===== src/sv/skts_pkg.sv =====
// ----------------------------------------------------------------------------
// skts_pkg
// Shared codes, widths and controller/datapath interface types for the
// sorted key table search block.
// ----------------------------------------------------------------------------
package skts_pkg;

  localparam int KEY_W    = 64;
  localparam int KIND_W   = 2;
  localparam int STATUS_W = 2;
  localparam int INDEX_W  = 10;
  localparam int OUT_W    = 16;

  localparam logic [KIND_W-1:0] KIND_LOAD   = 2'd0;
  localparam logic [KIND_W-1:0] KIND_SEARCH = 2'd1;
  localparam logic [KIND_W-1:0] KIND_CLEAR  = 2'd2;

  localparam logic [STATUS_W-1:0] ST_OK      = 2'd0;
  localparam logic [STATUS_W-1:0] ST_MISSING = 2'd1;
  localparam logic [STATUS_W-1:0] ST_FULL    = 2'd2;

  typedef struct packed {
    logic accept;     // word taken: latch key, reset result, seed search
    logic op_load;
    logic op_clear;
    logic op_search;
    logic step;       // one search probe
    logic out_push;   // result into output register
  } skts_cmd_t;

  typedef struct packed {
    logic cnt_zero;
    logic hit;
    logic empty;
  } skts_sts_t;

endpackage


===== src/sv/skts_ctrl.sv =====
// ----------------------------------------------------------------------------
// skts_ctrl
// Controller: sequences accept, search probes and result hand-off.
// ----------------------------------------------------------------------------
module skts_ctrl (
  input  logic                        clk,
  input  logic                        rst,
  input  logic                        s_tvalid,
  output logic                        s_tready,
  input  logic [skts_pkg::KIND_W-1:0] kind,
  output logic                        m_tvalid,
  input  logic                        m_tready,
  input  skts_pkg::skts_sts_t         sts,
  output skts_pkg::skts_cmd_t         cmd
);
  import skts_pkg::*;

  typedef enum logic [1:0] {
    IDLE,
    SRCH,
    FINISH
  } state_t;

  state_t state;
  state_t state_next;

  assign s_tready = (state == IDLE);

  always_comb begin
    cmd           = '0;
    cmd.accept    = (state == IDLE) && s_tvalid;
    cmd.op_load   = cmd.accept && (kind == KIND_LOAD);
    cmd.op_clear  = cmd.accept && (kind == KIND_CLEAR);
    cmd.op_search = cmd.accept && (kind == KIND_SEARCH);
    cmd.step      = (state == SRCH);
    cmd.out_push  = (state == FINISH) && (!m_tvalid || m_tready);
  end

  always_comb begin
    state_next = state;
    unique case (state)
      IDLE: begin
        if (cmd.accept) begin
          state_next = (cmd.op_search && !sts.cnt_zero) ? SRCH : FINISH;
        end
      end
      SRCH: begin
        if (sts.hit || sts.empty) begin
          state_next = FINISH;
        end
      end
      FINISH: begin
        if (cmd.out_push) begin
          state_next = IDLE;
        end
      end
      default: state_next = IDLE;
    endcase
  end

  always_ff @(posedge clk) begin
    if (rst) begin
      state    <= IDLE;
      m_tvalid <= 1'b0;
    end else begin
      state <= state_next;
      if (cmd.out_push) begin
        m_tvalid <= 1'b1;
      end else if (m_tready) begin
        m_tvalid <= 1'b0;
      end
    end
  end

endmodule


===== config.mk =====
export PLATFORM = sky130hd
export DESIGN_NAME = skts_ctrl
export DESIGN_NICKNAME = d
export VERILOG_FILES = /design/src/sv/skts_pkg.sv /design/src/sv/skts_ctrl.sv
export SDC_FILE = /design/constraint.sdc
export NUM_CORES = 1
export LEC_CHECK = 0
export BUFFER_PORTS_ARGS = -buffer_cell sky130_fd_sc_hd__buf_4
export CORE_AREA = 4 4 41 43
export DETAILED_ROUTE_END_ITERATION = 12
export DIE_AREA = 0 0 45 47
export HOLD_SLACK_MARGIN = 0.12
export SLEW_MARGIN = 10
export SYNTH_ARGS = -nofsm -noshare
export SYNTH_HDL_FRONTEND = slang
export SYNTH_SLANG_ARGS = --single-unit
export TNS_END_PERCENT = 100

===== constraint.sdc =====
create_clock -name clk -period 2.75 [get_ports clk]
set_input_delay 0.55 -clock clk [delete_from_list [all_inputs] [get_ports clk]]
set_output_delay 0.55 -clock clk [all_outputs]
set_load 0.01 [all_outputs]

* After elaboration in Yosys (flattened, before gate mapping) *
Index checks and enable logic that the tools add are counted.

operators by class
  reductions and logical operators = 14
  equal/unequal tests = 7
  multiply operators = 0
  div/mod/pow operators = 0
  add/subtract/negate cells = 0
  magnitude comparators = 0
  shift-type cells = 0
  muxes and demuxes = 7
  bitwise gates (word level) = 0

operator list
  operator                                                                number
  2-bit 2-to-1 mux                                                        4
  1-bit logical AND                                                       6
  2-bit case mux with 3 select lines                                      1
  2-bit by 1-bit equality test with 1-bit output (second input constant)  2
  2-bit equality test (second input constant)                             2
  2-bit zero test                                                         2
  2-bit by 1-bit != test with 1-bit output (second input constant)        2
  3-bit AND reduction                                                     1
  1-bit zero test                                                         2
  1-bit logical OR                                                        2
  1-bit 2-to-1 mux                                                        2
  2-bit != test (second input constant)                                   1
  2-bit nonzero test                                                      1

storage, ports and cells
  memories = 0
  input bits = 9
  output and inout port bits = 8
  register bits = 3
  RAM bits = 0
  bits in latches = 0
  word-level logic and storage cells = 30
  memory bits (read-only) = 0

* Depth between registers and ports, before layout *
  depth after elaboration = 7
  gate-level depth with buffers = 3
  gate-level depth less buffers = 3

* Worst setup path after synthesis *
OpenSTA, ideal clock, no wires.

  path kind = input to output
  start = input s_tvalid
  end = output cmd[2] in the netlist's numbering
  buffers on the path = 0
  path slack = 0.905 ns
  required time = 2.200 ns
  data arrival time = 1.295 ns
  stages = 2
  cells stage by stage = or3b_4 -> nor3b_1

RTL lines
  element      line             source
  from (decl)  skts_ctrl.sv:8   input logic s_tvalid,
  to (decl)    skts_ctrl.sv:14  output skts_pkg::skts_cmd_t cmd

==> run_results.csv <==
group,metric,value,unit
status,outcome,"finished clean",
floorplan,dieWidth,45,um
route,ant_nets,0,
critical_path,critPathMaxFanout,5,
pwr,power,0.163,mW
route,via_per_inst,3.96,
clock_tree,post_cts_buffers,0,
route,first_pass_iters,2,
global_routing,grt_max_degree,7,
final_layout,final_cell_mix,"buf_4 (16), nor3b_1 (4), clkbuf_4 (3), dfxtp_1 (3)",
clock_tree,cts_root_buffer,"clkbuf_4",
final_layout,drive_gt1_share,51.2,%
critical_path,worst_setup_path_end_kind,"output pin",
timing,finalHoldViolCount,0,
final_layout,final_nets,51,
timing,slew_viol_final,0,
clock_tree,clk_latency,230,ps
placed_design,io_buffers,16,
final_layout,regArea,60.1,um^2
run,max-cap-violations,0,
global_routing,grt_overflow,0,
global_routing,grt_pass1_wl,910,um
floorplan,core,1300,um^2
logic_synthesis,synth_nets,30,
timing,tns,0,ps
final_layout,nFillCells,156,
global_routing,track_usage,6.31,%
pwr,power.leakage,0.172,nW
logic_synthesis,ys_seq_area_share,30.6,%
route,drt_wl_total,566,um
route,vias,222,
logic_synthesis,synth_seq_cells,3,
timing,tightest_slew,209,ps
placed_design,place_congestion,0.619,
floorplan,die-area,2120,um^2
global_routing,first_global_vias,230,
timing,period_minus_slack,1950,ps
clock_tree,cts.sinks,3,
worst_hold_path,hold_depth,2,
timing,hold_ws,491,ps
final_layout,multi_input_area,133,um^2
timing,finalCritPeriodShare,70.8,%
floorplan,rows,13,
pwr,power.density,450,nW/um^2
final_layout,final_core_util,27.8,%
global_routing,antenna_found_initial,0,
final_layout,syn2layout_area_growth,84.1,%
final_layout,final_common_cell,"buf_4",
critical_path,path_class,"primary input to output pin",
clock_tree,path_clk_slew,40,ps
critical_path,worst_ep_arrival_time,1400,ps
timing,timing.fmax,514,MHz
final_layout,layoutNonFillerInstCount,56,
critical_path,startpoint_type,"primary input",
clock_tree,cts_buffers,3,
critical_path,r2r_cells,3,
timing,finalSetupViolCount,0,
critical_path,worstPathRequired,2200,ps
clock_tree,h-tree-depth,1,
timing,finClkSkew,0.677,ps
floorplan,floorplan.initialDensity,15.1,%
floorplan,die_height,47,um
logic_synthesis,synth_area,196,um^2
floorplan,io_pins,17,
route,drcViolationCount,0,
logic_synthesis,ys_types,12,
worst_hold_path,hp-class,"primary input to flop",
logic_synthesis,synthCells,21,
placed_design,dp.cells,52,
clock_tree,tritoncts,"done",
clock_tree,hold_buffers,0,
timing,rsz0062_at_grt,"no",
final_layout,antenna_cells,0,
clock_tree,ctsResizeCount,0,
pwr,max-vdd-ir-drop,0.131,mV
route,avgRoutedWirePerCell,10.1,um
logic_synthesis,avgSynthCellArea,9.35,um^2
timing,slew_headroom,86.0,%
clock_tree,cts_buffer_depth,2,
logic_synthesis,yosys_warnings,0,
route,first_iter_violations,2,
==> flip-flops by register name, summed over array words and instances, names as in the netlist <==
| signal | count |
|---|---|
| state | 2 |
| m_tvalid | 1 |
==> through the flow <==
step | cell area, um^2 | setup slack, ps
after floorplan | 196 | 905
after global placement | 335 | 806
after detailed placement | 335 | 797
after CTS | 362 | 797
after global routing | 362 | 746
final | 362 | 803
==> layout make-up <==
| class | instances | share of cell area, % |
|---|---|---|
| inverters | 1 | 1.04 |
| clock buffers | 4 | 7.27 |
| multi-input cells | 17 | 36.7 |
| well taps | 15 | 5.19 |
| repair buffers | 16 | 33.2 |
| flip-flops and latches | 3 | 16.6 |
==> critical path: stages <==
cell,delay (ps)
buf_4,80
or3b_4,410
nor3b_1,210
buf_4,150
==> where the power goes <==
group	internal, mW	total (mW)	switching [mW]
clock	0.0543	0.0764	0.0221
sequential	0.0460	0.0481	0.00204
combinational	0.0226	0.0382	0.0156
==> kinds of logic after synthesis <==
group | count (synthesis) | synth area share (%)
AOI/OAI and AO/OA | 3 | 12.7
buffers and inverters | 1 | 1.91
DFF | 3 | 30.6
and+or+nand+nor | 14 | 54.8
==> Yosys cell counts <==
library cell | n | share of area [%]
nand2b_1 | 2 | 6.4
nor2b_1 | 2 | 6.4
dfxtp_1 | 3 | 31
nor3b_1 | 4 | 15
o32a_1 | 1 | 5.1
o21ba_1 | 1 | 5.1
nor4b_4 | 1 | 12
nor3_1 | 2 | 5.1
inv_1 | 1 | 1.9
nor2_1 | 2 | 3.8
a21oi_1 | 1 | 2.5
or3b_4 | 1 | 5.7
==> worst paths after layout <==
check	startpoint	endpoint	slack, ps
setup / recovery	s_tvalid	cmd[2]	800
hold / removal	rst	m_tvalid$_SDFFE_PP0P_	490
setup reg to reg	state[0]$_SDFFE_PP0P_	state[0]$_SDFFE_PP0P_	1520
hold reg to reg	m_tvalid$_SDFFE_PP0P_	m_tvalid$_SDFFE_PP0P_	530
==> layer usage <==
layer  GRT usage [%]  wire [um]  vias to the layer above
li1                -          -                      115
met5               0          0                        -
met1            6.11        235                       98
met4            3.51          0                        0
met3            4.60         37                        0
met2            9.89        293                        9
(Power assumes the default switching activity.)
